### config.mk
export PLATFORM = sky130hd
export DESIGN_NAME = gregorian_date_distance
export DESIGN_NICKNAME = d
export VERILOG_FILES = /design/src/hdl/gdd_pkg.sv /design/src/hdl/gdd_serial.sv /design/src/hdl/gdd_out_buf.sv /design/src/hdl/gregorian_date_distance.sv
export SDC_FILE = /design/constraint.sdc
export NUM_CORES = 2
export LEC_CHECK = 0
export BUFFER_PORTS_ARGS = -buffer_cell sky130_fd_sc_hd__buf_2
export CAP_MARGIN = 20
export CELL_PAD_IN_SITES_DETAIL_PLACEMENT = 0
export CELL_PAD_IN_SITES_GLOBAL_PLACEMENT = 1
export CORE_MARGIN = 4
export CORE_UTILIZATION = 53
export CTS_CLUSTER_SIZE = 16
export DETAILED_ROUTE_END_ITERATION = 8
export GPL_ROUTABILITY_DRIVEN = 0
export PLACE_DENSITY_LB_ADDON = 0.05
export SLEW_MARGIN = 10
export SYNTH_ARGS = -nofsm -noshare
export SYNTH_HDL_FRONTEND = slang
export SYNTH_SLANG_ARGS = --single-unit
### constraint.sdc
create_clock -name clk -period 15.2 [get_ports clk]
set_input_delay 2.28 -clock clk [delete_from_list [all_inputs] [get_ports clk]]
set_output_delay 2.28 -clock clk [all_outputs]
set_load 0.01 [all_outputs]
### src/hdl/gdd_pkg.sv
// ----------------------------------------------------------------------------
// gdd_pkg
// shared types, constants and calendar helpers for the date distance block
// ----------------------------------------------------------------------------
package gdd_pkg;

  localparam int SERIAL_W = 23;          // internal day serial, holds out of range years too
  localparam int DIST_W   = 22;          // distance field of the result

  localparam logic [13:0] YEAR_MAX  = 14'd9999;
  localparam logic [3:0]  MONTH_MAX = 4'd12;
  localparam logic [3:0]  MONTH_FEB = 4'd2;
  localparam logic [2:0]  WEEKDAY_MAX = 3'd6;
  localparam logic [8:0]  DAYS_YEAR = 9'd365;
  localparam logic [6:0]  CENTURY   = 7'd100;
  localparam logic [13:0] CENTURY_LAST = 14'd99;

  // x / 100 as (x * 5243) >> 19, exact for every 14-bit x
  localparam logic [12:0] RECIP_100   = 13'd5243;
  localparam int          RECIP_SHIFT = 19;

  // req_type bit that selects the nth-weekday form of each date
  localparam int FORM_A_BIT = 1;
  localparam int FORM_B_BIT = 0;

  typedef struct packed {
    logic                ok;
    logic [SERIAL_W-1:0] serial;
  } gdd_date_t;

  typedef struct packed {
    logic              invalid;
    logic [DIST_W-1:0] distance;
  } gdd_res_t;

  // days before the month in a common year
  function automatic logic [8:0] days_before_month(input logic [3:0] month);
    logic [8:0] d;
    case (month)
      4'd1:    d = 9'd0;
      4'd2:    d = 9'd31;
      4'd3:    d = 9'd59;
      4'd4:    d = 9'd90;
      4'd5:    d = 9'd120;
      4'd6:    d = 9'd151;
      4'd7:    d = 9'd181;
      4'd8:    d = 9'd212;
      4'd9:    d = 9'd243;
      4'd10:   d = 9'd273;
      4'd11:   d = 9'd304;
      4'd12:   d = 9'd334;
      default: d = 9'd0;
    endcase
    return d;
  endfunction

  // month length in a common year
  function automatic logic [4:0] month_days(input logic [3:0] month);
    logic [4:0] d;
    case (month)
      4'd2:                     d = 5'd28;
      4'd4, 4'd6, 4'd9, 4'd11:  d = 5'd30;
      4'd1, 4'd3, 4'd5, 4'd7,
      4'd8, 4'd10, 4'd12:       d = 5'd31;
      default:                  d = 5'd0;
    endcase
    return d;
  endfunction

  // modulo 7 by folding octal digits, since 8 is 1 mod 7
  function automatic logic [2:0] mod7(input logic [SERIAL_W-1:0] x);
    logic [23:0] xe;
    logic [5:0]  s;
    logic [3:0]  t;
    logic [3:0]  u;
    xe = 24'(x);
    s  = 6'd0;
    for (int i = 0; i < 8; i++) begin
      s = s + 6'(xe[3*i +: 3]);
    end
    t = 4'(s[5:3]) + 4'(s[2:0]);
    u = 4'(t[3]) + 4'(t[2:0]);
    if (u >= 4'd7) begin
      u = u - 4'd7;
    end
    return u[2:0];
  endfunction

endpackage

### src/hdl/gdd_serial.sv
// ----------------------------------------------------------------------------
// gdd_serial
// five stage pipeline turning one date into its day serial and a validity flag
// ----------------------------------------------------------------------------
module gdd_serial
  import gdd_pkg::*;
(
  input  logic        clk,
  input  logic        en,
  input  logic        nth_form,
  input  logic [13:0] year,
  input  logic [3:0]  month,
  input  logic [4:0]  day,
  input  logic [2:0]  week,
  input  logic [2:0]  weekday,
  output gdd_date_t   date
);

  // stage 1: range checks, y-1 and its century count
  logic [13:0] s1_y1_r;
  logic [7:0]  s1_q_r;
  logic        s1_bad_r;
  logic        s1_nth_r;
  logic [3:0]  s1_month_r;
  logic [4:0]  s1_day_r;
  logic [2:0]  s1_week_r;
  logic [2:0]  s1_wd_r;

  logic [13:0] y1_nxt;
  logic [26:0] prod_nxt;
  logic        bad1_nxt;

  always_comb begin
    y1_nxt   = year - 14'd1;
    prod_nxt = 27'(y1_nxt) * 27'(RECIP_100);
    bad1_nxt = (year == 14'd0) || (year > YEAR_MAX) ||
               (month == 4'd0) || (month > MONTH_MAX) ||
               (nth_form && ((weekday > WEEKDAY_MAX) || (week == 3'd0)));
  end

  always_ff @(posedge clk) begin
    if (en) begin
      s1_y1_r    <= y1_nxt;
      s1_q_r     <= prod_nxt[RECIP_SHIFT +: 8];
      s1_bad_r   <= bad1_nxt;
      s1_nth_r   <= nth_form;
      s1_month_r <= month;
      s1_day_r   <= day;
      s1_week_r  <= week;
      s1_wd_r    <= weekday;
    end
  end

  // stage 2: days of earlier years and the leap flag
  logic [SERIAL_W-1:0] s2_start_y_r;
  logic                s2_leap_r;
  logic                s2_bad_r;
  logic                s2_nth_r;
  logic [3:0]          s2_month_r;
  logic [4:0]          s2_day_r;
  logic [2:0]          s2_week_r;
  logic [2:0]          s2_wd_r;

  logic [13:0]         r100_nxt;
  logic                leap_nxt;
  logic [SERIAL_W-1:0] start_y_nxt;

  always_comb begin
    r100_nxt = s1_y1_r - (14'(s1_q_r) * 14'(CENTURY));
    // year % 4 == 0 is y1 % 4 == 3; a century year is y1 % 100 == 99
    leap_nxt = (s1_y1_r[1:0] == 2'd3) &&
               ((r100_nxt != CENTURY_LAST) || (s1_q_r[1:0] == 2'd3));
    start_y_nxt = SERIAL_W'(s1_y1_r) * SERIAL_W'(DAYS_YEAR)
                + SERIAL_W'(s1_y1_r[13:2])
                - SERIAL_W'(s1_q_r)
                + SERIAL_W'(s1_q_r[7:2]);
  end

  always_ff @(posedge clk) begin
    if (en) begin
      s2_start_y_r <= start_y_nxt;
      s2_leap_r    <= leap_nxt;
      s2_bad_r     <= s1_bad_r;
      s2_nth_r     <= s1_nth_r;
      s2_month_r   <= s1_month_r;
      s2_day_r     <= s1_day_r;
      s2_week_r    <= s1_week_r;
      s2_wd_r      <= s1_wd_r;
    end
  end

  // stage 3: first day of the month and month length
  logic [SERIAL_W-1:0] s3_start_r;
  logic [4:0]          s3_len_r;
  logic                s3_bad_r;
  logic                s3_nth_r;
  logic [4:0]          s3_day_r;
  logic [2:0]          s3_week_r;
  logic [2:0]          s3_wd_r;

  logic [SERIAL_W-1:0] start_nxt;
  logic [4:0]          len_nxt;
  logic                bad3_nxt;

  always_comb begin
    start_nxt = s2_start_y_r + SERIAL_W'(days_before_month(s2_month_r))
              + SERIAL_W'(s2_leap_r && (s2_month_r > MONTH_FEB));
    len_nxt   = month_days(s2_month_r) + 5'(s2_leap_r && (s2_month_r == MONTH_FEB));
    bad3_nxt  = s2_bad_r ||
                (!s2_nth_r && ((s2_day_r == 5'd0) || (s2_day_r > len_nxt)));
  end

  always_ff @(posedge clk) begin
    if (en) begin
      s3_start_r <= start_nxt;
      s3_len_r   <= len_nxt;
      s3_bad_r   <= bad3_nxt;
      s3_nth_r   <= s2_nth_r;
      s3_day_r   <= s2_day_r;
      s3_week_r  <= s2_week_r;
      s3_wd_r    <= s2_wd_r;
    end
  end

  // stage 4: weekday of the first of the month and offset to the wanted weekday
  logic [SERIAL_W-1:0] s4_start_r;
  logic [4:0]          s4_len_r;
  logic                s4_bad_r;
  logic                s4_nth_r;
  logic [4:0]          s4_day_r;
  logic [2:0]          s4_week_r;
  logic [2:0]          s4_off_r;

  logic [2:0] first_wd_nxt;
  logic [3:0] off_sum_nxt;
  logic [3:0] off_nxt;

  always_comb begin
    first_wd_nxt = mod7(s3_start_r);
    off_sum_nxt  = 4'(s3_wd_r) + 4'd7 - 4'(first_wd_nxt);
    off_nxt      = (off_sum_nxt >= 4'd7) ? (off_sum_nxt - 4'd7) : off_sum_nxt;
  end

  always_ff @(posedge clk) begin
    if (en) begin
      s4_start_r <= s3_start_r;
      s4_len_r   <= s3_len_r;
      s4_bad_r   <= s3_bad_r;
      s4_nth_r   <= s3_nth_r;
      s4_day_r   <= s3_day_r;
      s4_week_r  <= s3_week_r;
      s4_off_r   <= off_nxt[2:0];
    end
  end

  // stage 5: final serial
  gdd_date_t  s5_date_r;
  gdd_date_t  date_nxt;
  logic [5:0] pos_nxt;

  always_comb begin
    pos_nxt = 6'(s4_off_r) + 6'(s4_week_r - 3'd1) * 6'd7;
    if (s4_nth_r) begin
      date_nxt.serial = s4_start_r + SERIAL_W'(pos_nxt);
      date_nxt.ok     = !s4_bad_r && (pos_nxt < 6'(s4_len_r));
    end else begin
      date_nxt.serial = s4_start_r + SERIAL_W'(s4_day_r) - SERIAL_W'(1);
      date_nxt.ok     = !s4_bad_r;
    end
  end

  always_ff @(posedge clk) begin
    if (en) begin
      s5_date_r <= date_nxt;
    end
  end

  assign date = s5_date_r;

endmodule

### src/hdl/gdd_out_buf.sv
// ----------------------------------------------------------------------------
// gdd_out_buf
// output register with a skid stage, so the pipeline stall is registered
// ----------------------------------------------------------------------------
module gdd_out_buf
  import gdd_pkg::*;
(
  input  logic     clk,
  input  logic     rst_n,
  input  logic     p_valid,
  input  gdd_res_t p_res,
  output logic     hold,
  output logic     out_valid,
  input  logic     out_ready,
  output gdd_res_t out_res
);

  logic     out_valid_r, out_valid_nxt;
  logic     skid_valid_r, skid_valid_nxt;
  gdd_res_t out_res_r, out_res_nxt;
  gdd_res_t skid_res_r, skid_res_nxt;

  always_comb begin
    out_valid_nxt  = out_valid_r;
    out_res_nxt    = out_res_r;
    skid_valid_nxt = skid_valid_r;
    skid_res_nxt   = skid_res_r;
    if (skid_valid_r) begin
      // pipeline frozen, drain the skid word once the sink takes the current one
      if (out_ready) begin
        out_res_nxt    = skid_res_r;
        skid_valid_nxt = 1'b0;
      end
    end else if (!out_valid_r || out_ready) begin
      out_valid_nxt = p_valid;
      out_res_nxt   = p_res;
    end else if (p_valid) begin
      skid_valid_nxt = 1'b1;
      skid_res_nxt   = p_res;
    end
  end

  always_ff @(posedge clk) begin
    if (!rst_n) begin
      out_valid_r  <= 1'b0;
      skid_valid_r <= 1'b0;
    end else begin
      out_valid_r  <= out_valid_nxt;
      skid_valid_r <= skid_valid_nxt;
    end
  end

  always_ff @(posedge clk) begin
    out_res_r  <= out_res_nxt;
    skid_res_r <= skid_res_nxt;
  end

  assign hold      = skid_valid_r;
  assign out_valid = out_valid_r;
  assign out_res   = out_res_r;

endmodule

### src/hdl/gregorian_date_distance.sv
// ----------------------------------------------------------------------------
// gregorian_date_distance
// days between two proleptic gregorian dates, each given as y-m-d or nth weekday
// ----------------------------------------------------------------------------
// usage
//   in_*  : one word per date pair; in_tuser carries req_type, bit 1 puts the
//           first date in nth-weekday form, bit 0 the second one
//   out_* : one word per input word, same order; out_tuser flags a pair in
//           which either date does not exist, distance is then zero
//   path: an accepted word reaches out_tvalid through the five serial
//           stages, the difference stage and the output register
//   throughput: one word per cycle while the sink keeps out_tready high
//   stall: while the output register is held, the next finished word parks
//           in a skid stage; in_tready drops from the following cycle and
//           the whole pipeline freezes until the skid word drains, nothing
//           is dropped
//   reset: rst_n low clears every valid bit, those of both output stages too;
//           in_tready is high straight after reset
//   no configuration registers and no state kept between words
// ----------------------------------------------------------------------------
module gregorian_date_distance
  import gdd_pkg::*;
(
  input  logic        clk,
  input  logic        rst_n,
  input  logic        in_tvalid,
  output logic        in_tready,
  // year_a, month_a, day_a, week_a, weekday_a, year_b, month_b, day_b,
  // week_b, weekday_b, zero pad
  input  logic [63:0] in_tdata,
  // req_type
  input  logic [1:0]  in_tuser,
  output logic        out_tvalid,
  input  logic        out_tready,
  // distance, zero pad
  output logic [23:0] out_tdata,
  // invalid
  output logic        out_tuser
);

  // serial stages plus the difference stage
  localparam int PIPE_DEPTH = 6;

  logic en;
  logic hold;

  // pipeline advances while the skid stage is empty
  assign en        = !hold;
  assign in_tready = en;

  // valid bits travelling beside the data
  logic [PIPE_DEPTH-1:0] vld_r, vld_nxt;

  always_comb begin
    vld_nxt = vld_r;
    if (en) begin
      vld_nxt = {vld_r[PIPE_DEPTH-2:0], in_tvalid};
    end
  end

  always_ff @(posedge clk) begin
    if (!rst_n) begin
      vld_r <= '0;
    end else begin
      vld_r <= vld_nxt;
    end
  end

  // per date serial pipelines
  gdd_date_t date_a;
  gdd_date_t date_b;

  gdd_serial u_serial_a (
    .clk      (clk),
    .en       (en),
    .nth_form (in_tuser[FORM_A_BIT]),
    .year     (in_tdata[13:0]),
    .month    (in_tdata[17:14]),
    .day      (in_tdata[22:18]),
    .week     (in_tdata[25:23]),
    .weekday  (in_tdata[28:26]),
    .date     (date_a)
  );

  gdd_serial u_serial_b (
    .clk      (clk),
    .en       (en),
    .nth_form (in_tuser[FORM_B_BIT]),
    .year     (in_tdata[42:29]),
    .month    (in_tdata[46:43]),
    .day      (in_tdata[51:47]),
    .week     (in_tdata[54:52]),
    .weekday  (in_tdata[57:55]),
    .date     (date_b)
  );

  // difference stage: absolute difference, forced to zero on an invalid pair
  gdd_res_t res_r, res_nxt;

  always_comb begin
    res_nxt.invalid = !(date_a.ok && date_b.ok);
    if (res_nxt.invalid) begin
      res_nxt.distance = '0;
    end else if (date_a.serial >= date_b.serial) begin
      res_nxt.distance = DIST_W'(date_a.serial - date_b.serial);
    end else begin
      res_nxt.distance = DIST_W'(date_b.serial - date_a.serial);
    end
  end

  always_ff @(posedge clk) begin
    if (en) begin
      res_r <= res_nxt;
    end
  end

  // output register and skid stage
  gdd_res_t out_res;

  gdd_out_buf u_out_buf (
    .clk       (clk),
    .rst_n     (rst_n),
    .p_valid   (vld_r[PIPE_DEPTH-1] && en),
    .p_res     (res_r),
    .hold      (hold),
    .out_valid (out_tvalid),
    .out_ready (out_tready),
    .out_res   (out_res)
  );

  assign out_tdata = {2'b00, out_res.distance};
  assign out_tuser = out_res.invalid;

  // a parked skid word always sits behind a valid output word
  a_skid_behind_out: assert property (@(posedge clk) disable iff (!rst_n)
    hold |-> out_tvalid)
    else $error("skid stage full while output register empty");

  // a finished word meeting a stalled output must land in the skid stage
  a_stall_parks: assert property (@(posedge clk) disable iff (!rst_n)
    (en && vld_r[PIPE_DEPTH-1] && out_tvalid && !out_tready) |=> hold)
    else $error("word lost on output stall");

  // invalid pairs carry a zero distance
  a_invalid_zero: assert property (@(posedge clk) disable iff (!rst_n)
    (out_tvalid && out_tuser) |-> (out_tdata == 24'd0))
    else $error("invalid pair with nonzero distance");

  // a valid distance never exceeds the span of years 1 to 9999
  a_dist_range: assert property (@(posedge clk) disable iff (!rst_n)
    (out_tvalid && !out_tuser) |-> (out_tdata <= 24'd3652058))
    else $error("distance out of range");

endmodule

Word level (Yosys, flattened, before mapping)
Memories as Yosys holds them, arrays and structs flattened. A register that Yosys moved wholly into a read port is not among the register bits.
Index checks and enable logic that the tools add are counted.
{"block": "op_classes", "n_reduce_logical": 50, "n_eq_ne": 9, "add_sub_neg": 54, "multipliers": 8, "order_cmp": 17, "muxes": 18, "bitwise": 2}
{"operator": "adder 23 x 6 -> 23 bit", "count": 4}
{"operator": "2-to-1 mux 23 bit", "count": 3}
{"operator": "adder 6 x 3 -> 6 bit", "count": 10}
{"operator": "multiplier 14 x 13 -> 27 bit, second input constant", "count": 2}
{"operator": "2-to-1 mux 24 bit", "count": 2}
{"operator": "adder 23 x 1 -> 23 bit", "count": 2}
{"operator": "adder 23 x 12 -> 23 bit", "count": 2}
{"operator": "adder 23 x 5 -> 23 bit", "count": 2}
{"operator": "adder 23 x 9 -> 23 bit", "count": 2}
{"operator": "multiplier 14 x 9 -> 23 bit, second input constant", "count": 2}
{"operator": "subtractor 23 x 1 -> 23 bit, second input constant", "count": 2}
{"operator": "subtractor 23 x 8 -> 23 bit", "count": 2}
{"operator": "subtractor 22 bit", "count": 2}
{"operator": "greater-than comparator 14 bit, second input constant", "count": 2}
{"operator": "zero test 14 bit", "count": 2}
{"operator": "inequality test 14 x 7 -> 1 bit, second input constant", "count": 2}
{"operator": "subtractor 14 x 1 -> 14 bit, second input constant", "count": 2}
{"operator": "subtractor 14 bit", "count": 2}
{"operator": "multiplier 8 x 5 -> 12 bit, second input constant", "count": 2}
{"operator": "greater-or-equal comparator 23 bit", "count": 1}
{"operator": "2-to-1 mux 22 bit", "count": 1}
{"operator": "logical OR 1 bit", "count": 17}
{"operator": "adder 3 x 3 -> 4 bit", "count": 4}
{"operator": "greater-or-equal comparator 4 x 3 -> 1 bit, second input constant", "count": 4}
{"operator": "other kinds (29)", "count": 82}
{"block": "word_totals", "elab_cells": 235, "romBits": 448, "out_inout_bits": 27, "inputBits": 70, "ff_bits": 449, "mem_count": 4}
{"memory": "(no name shown)", "words": 16, "word_bits": 9, "rd": 1, "rd_clocked_by_memory_dff": 1, "wr": 0, "line": "gdd_pkg.sv:39", "text": "case (month)"}
{"memory": "(no name shown)", "words": 16, "word_bits": 9, "rd": 1, "rd_clocked_by_memory_dff": 1, "wr": 0, "line": "gdd_pkg.sv:39"}
{"memory": "(no name shown)", "words": 16, "word_bits": 5, "rd": 1, "rd_clocked_by_memory_dff": 1, "wr": 0, "line": "gdd_pkg.sv:60", "text": "case (month)"}
{"memory": "(no name shown)", "words": 16, "word_bits": 5, "rd": 1, "rd_clocked_by_memory_dff": 1, "wr": 0, "line": "gdd_pkg.sv:60"}

Longest topological paths before layout
{"block": "logic_depth", "word_depth": 14, "mapped_depth": 29, "depth_no_buf": 29}

Modules after synthesis
Synthesis repeated with hierarchy kept, for this count alone.
{"block": "hier_totals", "hier_cells": 3959, "area_unflattened_um2": 43100.1}
{"mod": "gdd_serial (u_serial_a)", "n_inst": 1, "area_per_inst_um2": 18978.2, "cells_per_inst": 1740, "seq_area_each_um2": 5825.6}
{"mod": "gdd_serial (u_serial_b)", "n_inst": 1, "area_per_inst_um2": 18770.5, "cells_per_inst": 1720, "seq_area_each_um2": 5825.6}
{"mod": "gregorian_date_distance", "n_inst": 1, "area_per_inst_um2": 3512.1, "cells_per_inst": 416, "seq_area_each_um2": 810.8}
{"mod": "gdd_out_buf", "n_inst": 1, "area_per_inst_um2": 1839.3, "cells_per_inst": 83, "seq_area_each_um2": 1421.4}

Worst setup path after synthesis
OpenSTA, ideal clock, no wires.
{"block": "synth_timing", "path_type": "register to register", "from": "reg u_out_buf.skid_valid_r (netlist: u_out_buf.hold)", "to": "reg u_out_buf.skid_res_r[0] (netlist bit), enable pin", "stages_incl_launch_ff": 6, "t_required_ps": 14760, "path_buffers": 2, "arrival_time_ps": 10996, "setup_slack_ps": 3764, "period_less_slack_ps": 11436, "setup_time_ps": 440, "path_cell_list": "dfxtp_1 -> clkbuf_1 -> buf_1 -> inv_1 -> nand2_1 -> nor3b_1"}
{"block": "synth_via", "elab_chain_cells": 3, "word_cells_on_any_way": 4, "cone_classes": "1 x bitwise; 3 x reduce/logical"}
{"element": "start: declaration", "line": "gdd_out_buf.sv:19", "text": "logic skid_valid_r, skid_valid_nxt;"}
{"element": "start signal: assignment", "line": "gdd_out_buf.sv:49", "text": "skid_valid_r <= skid_valid_nxt;"}
{"element": "zero test 1 bit", "line": "gregorian_date_distance.sv:48", "text": "assign en = !hold;"}
{"element": "net in_tready", "line": "gregorian_date_distance.sv:27", "text": "output logic in_tready,"}
{"element": "logical AND 1 bit", "line": "gregorian_date_distance.sv:123", "text": ".p_valid (vld_r[PIPE_DEPTH-1] && en),"}
{"element": "AND reduction 3 bit (no source line)"}
{"element": "end signal: assignment", "line": "gdd_out_buf.sv:55", "text": "skid_res_r <= skid_res_nxt;"}
{"element": "end: declaration", "line": "gdd_out_buf.sv:21", "text": "gdd_res_t skid_res_r, skid_res_nxt;"}
The timed path passes the listed nets, and every way through them passes these cells.
A chain may end at the register's enable or synchronous reset.

Worst setup path in the final report
{"block": "layout_timing", "from": "in in_tdata[0]", "to": "reg u_serial_a.s1_q_r[7], data pin"}
{"block": "layout_via", "elab_chain_cells": 2}
{"element": "start: declaration", "line": "gregorian_date_distance.sv:30", "text": "input logic [63:0] in_tdata,"}
{"element": "subtractor 14 x 1 -> 14 bit", "line": "gdd_serial.sv:34", "text": "y1_nxt = year - 14'd1;"}
{"element": "net u_serial_a.y1_nxt[6]", "line": "gdd_serial.sv:29", "text": "logic [13:0] y1_nxt;"}
{"element": "multiplier 14 x 13 -> 27 bit", "line": "gdd_serial.sv:35", "text": "prod_nxt = 27'(y1_nxt) * 27'(RECIP_100);"}
{"element": "net u_serial_a.prod_nxt[26]", "line": "gdd_serial.sv:30", "text": "logic [26:0] prod_nxt;"}
{"element": "end signal: assignment", "line": "gdd_serial.sv:44", "text": "s1_q_r <= prod_nxt[RECIP_SHIFT +: 8];"}
{"element": "end: declaration", "line": "gdd_serial.sv:21", "text": "logic [7:0] s1_q_r;"}
The timed path passes the listed nets, and every way through them passes these cells.

==> reports/qor.txt <==
Worst path max stage delay: 0.88 ns
slowest CP cell: xnor2_1
Fmax achieved: 115 MHz
post-synthesis cell type count: 74
post-synthesis sequential area ratio: 33.1%
post-CTS setup buffers: 0
met1 GRT Util: 25.6%
grt ovf: 0
global-route met2 utilization: 35.0%
GR Layer Usage met3: 2.23%
vias: 26000
Crit path buffers/inverters: 6
Sink Count: 473
largest net degree at the start of global routing: 164
DRT iter0 DRCs: 1053
Detail Route Antenna Nets: 0
synthesized cell area: 41900 um2
maxcap violations: 0
vias in the first global route: 27600
Root Driver: clkbuf_16
clk_lat worst skew: 0.60 ns
fin. max-slew vios: 0
most used cell, CP: inv_1
Total Routed Length: 80.1 mm
# rows: 102
synthesis-to-layout area growth: 8.45%
Slew HR: 22.4%
clock slew seen by the registers of the worst setup and hold paths: 0.06 ns
CTS buffer count: 54
Syn. warnings: 0
DIE WIDTH: 289 um
Crit Path Max Fanout: 7
layout cell share with drive strength beyond 1: 5.92%
Final setup viols: 0
Tcrit/Tclk final: 57.2%
grt peak-use layer: met2
first-pass GRT wire length: 135 mm
final count of hold timing violations: 0
Die ar.: 83600 um2
nets: 5023
Hold Buf Count CTS: 0
HPWL Detailed: 65.8 mm
Post-synth EDFFs: 441
Setup CP Type: in -> reg
chip height: 289 um
Residual DRC: 0
TNS Setup: 0 ns
routed vias/inst: 5.18
CTS tree: done
H-tree level count: 2
core box area: 78000 um2
Diodes inserted: 0
initial antenna violation count: 2
Port-buffer cells: 88
Wirelength per Cell: 16.0 um
Worst setup EP type: register
post-route minimum period: 8.69 ns
worst min path class: reg -> reg
RSZ-0062 raised after global routing: false
most common cell after layout, fill and taps aside: inv_1
outcome: completed
CP arrival: 9.04 ns
CP delay by family, top: adder cells
clock skew: 0.0138 ns
Main synth FF type: edfxtp_1
initial core utilization: 53.7%
average instance area after synthesis: 11.0 um2
most frequent cells in the layout: 787 x inv_1, 687 x ha_1, 441 x edfxtp_1
crit path launch type: input pin
Worst Tran Pin Value: 1.14 ns
CP required: 15.55 ns
number of gates resized after CTS: 0
Clock Tree Buf Depth: 3
DR pass1 iterations: 5
IO Count: 97
GRT Util Overall: 19.8%
register bit total from synthesis: 473
synthesized instance count: 3811
Async SR Flop Fraction: 0%
[metrics by stage]
stage	cells	worst slack (ns)	hold slack, ns	util (%)	area (um2)
4_1_cts	5008	6.51	0.415	58.3	45400
3_3_place_gp	4911	5.95	0.402	55.9	43600
5_1_grt	5009	6.17	0.422	58.3	45500
2_1_floorplan	3812	3.76	0.400	-	41900
3_5_place_dp	4911	5.88	0.405	55.9	43600
6_report	5009	6.51	0.409	58.3	45500
[layer usage]
layer / wire, um / vias to the layer above
met5: 0 / -
met4: 2440 / 0
met3: 2420 / 135
met2: 39300 / 370
met1: 35900 / 12400
li1: - / 13000
[worst register-to-register path: cells and delay by family (launching register included)]
family / cells / cell delay (ns)
and+or+nand+nor: 1 / 0.07
DFF: 1 / 0.42
buffers and inverters: 3 / 0.18
xor gates and xnor gates: 3 / 0.62
AOI/OAI and AO/OA: 6 / 1.16
muxes: 2 / 0.79
adders and majority gates: 11 / 3.97
[worst paths after layout]
path                                      startpoint                          endpoint  slack [ns]  depth (start not counted)
setup / recovery                         in_tdata[0]    u_serial_a.s1_q_r[7]$_DFFE_PN_        6.51                         25
hold / removal         u_serial_a.s3_nth_r$_DFFE_PN_     u_serial_a.s4_nth_r$_DFFE_PN_        0.41                          0
setup reg to reg  u_serial_b.s3_start_r[0]$_DFFE_PN_  u_serial_b.s4_off_r[1]$_DFFE_PN_        7.74                         26
hold reg to reg        u_serial_a.s3_nth_r$_DFFE_PN_     u_serial_a.s4_nth_r$_DFFE_PN_        0.41                          0
[cell usage after synthesis, types with 9 or more instances]
cell | instances | share of area [%]
a21o_1 | 86 | 1.5
nor2b_1 | 34 | 0.51
o21a_1 | 39 | 0.70
nor4_1 | 11 | 0.16
ha_1 | 687 | 21
nand3_1 | 59 | 0.70
nor2_1 | 139 | 1.2
clkbuf_1 | 28 | 0.25
mux2i_1 | 33 | 0.79
o21bai_1 | 21 | 0.38
o211ai_1 | 17 | 0.30
mux2_2 | 31 | 0.83
xor2_1 | 104 | 2.2
and3_1 | 25 | 0.37
fa_1 | 338 | 16
nand4_1 | 15 | 0.22
xnor2_1 | 165 | 3.4
nor3_1 | 52 | 0.62
nand2b_1 | 25 | 0.37
or2_2 | 9 | 0.13
a21boi_0 | 12 | 0.21
dfxtp_1 | 32 | 1.5
edfxtp_1 | 441 | 32
a211oi_1 | 12 | 0.21
o21ai_0 | 116 | 1.4
o31ai_1 | 10 | 0.18
a31oi_1 | 26 | 0.39
nand2_1 | 142 | 1.3
or3_1 | 11 | 0.16
a21oi_1 | 180 | 2.1
inv_1 | 788 | 7.1
[flip-flops by register name (all words and copies together) (netlist names), 6 cells and up, named ones only]
signal / cells
u_serial_a.date: 24
u_serial_b.date: 24
res_r: 23
u_out_buf.out_res: 23
u_out_buf.skid_res_r: 23
u_serial_a.s2_start_y_r: 23
u_serial_a.s3_start_r: 23
u_serial_a.s4_start_r: 23
u_serial_b.s2_start_y_r: 23
u_serial_b.s3_start_r: 23
u_serial_b.s4_start_r: 23
u_serial_a.s1_y1_r: 14
u_serial_b.s1_y1_r: 14
u_serial_a.s1_q_r: 8
u_serial_b.s1_q_r: 8
vld_r: 6
[logic make-up after synthesis]
kind of cell / Yosys count / share of synthesized area, %
adders and majority gates: 1025 / 36.7
buffers and inverters: 828 / 7.48
AOI/OAI and AO/OA: 587 / 8.89
and+or+nand+nor: 563 / 6.54
DFF: 473 / 33.1
xor gates and xnor gates: 270 / 5.68
muxes: 64 / 1.62
other: 1 / 0.00895
[cell type report]
class / count / area (um2)
Fill cell: 6532 / 32500
Multi-Input combinational cell: 2511 / 24900
Sequential cell: 473 / 13900
Inverter: 788 / 2970
Clock buffer: 64 / 1400
Tap cell: 1040 / 1300
Timing Repair Buffer: 100 / 543
Clock inverter: 33 / 455
Power is left out: the tool's default activity adds up to more than one toggle a clock period on the data nets, which glitch-free logic cannot reach.
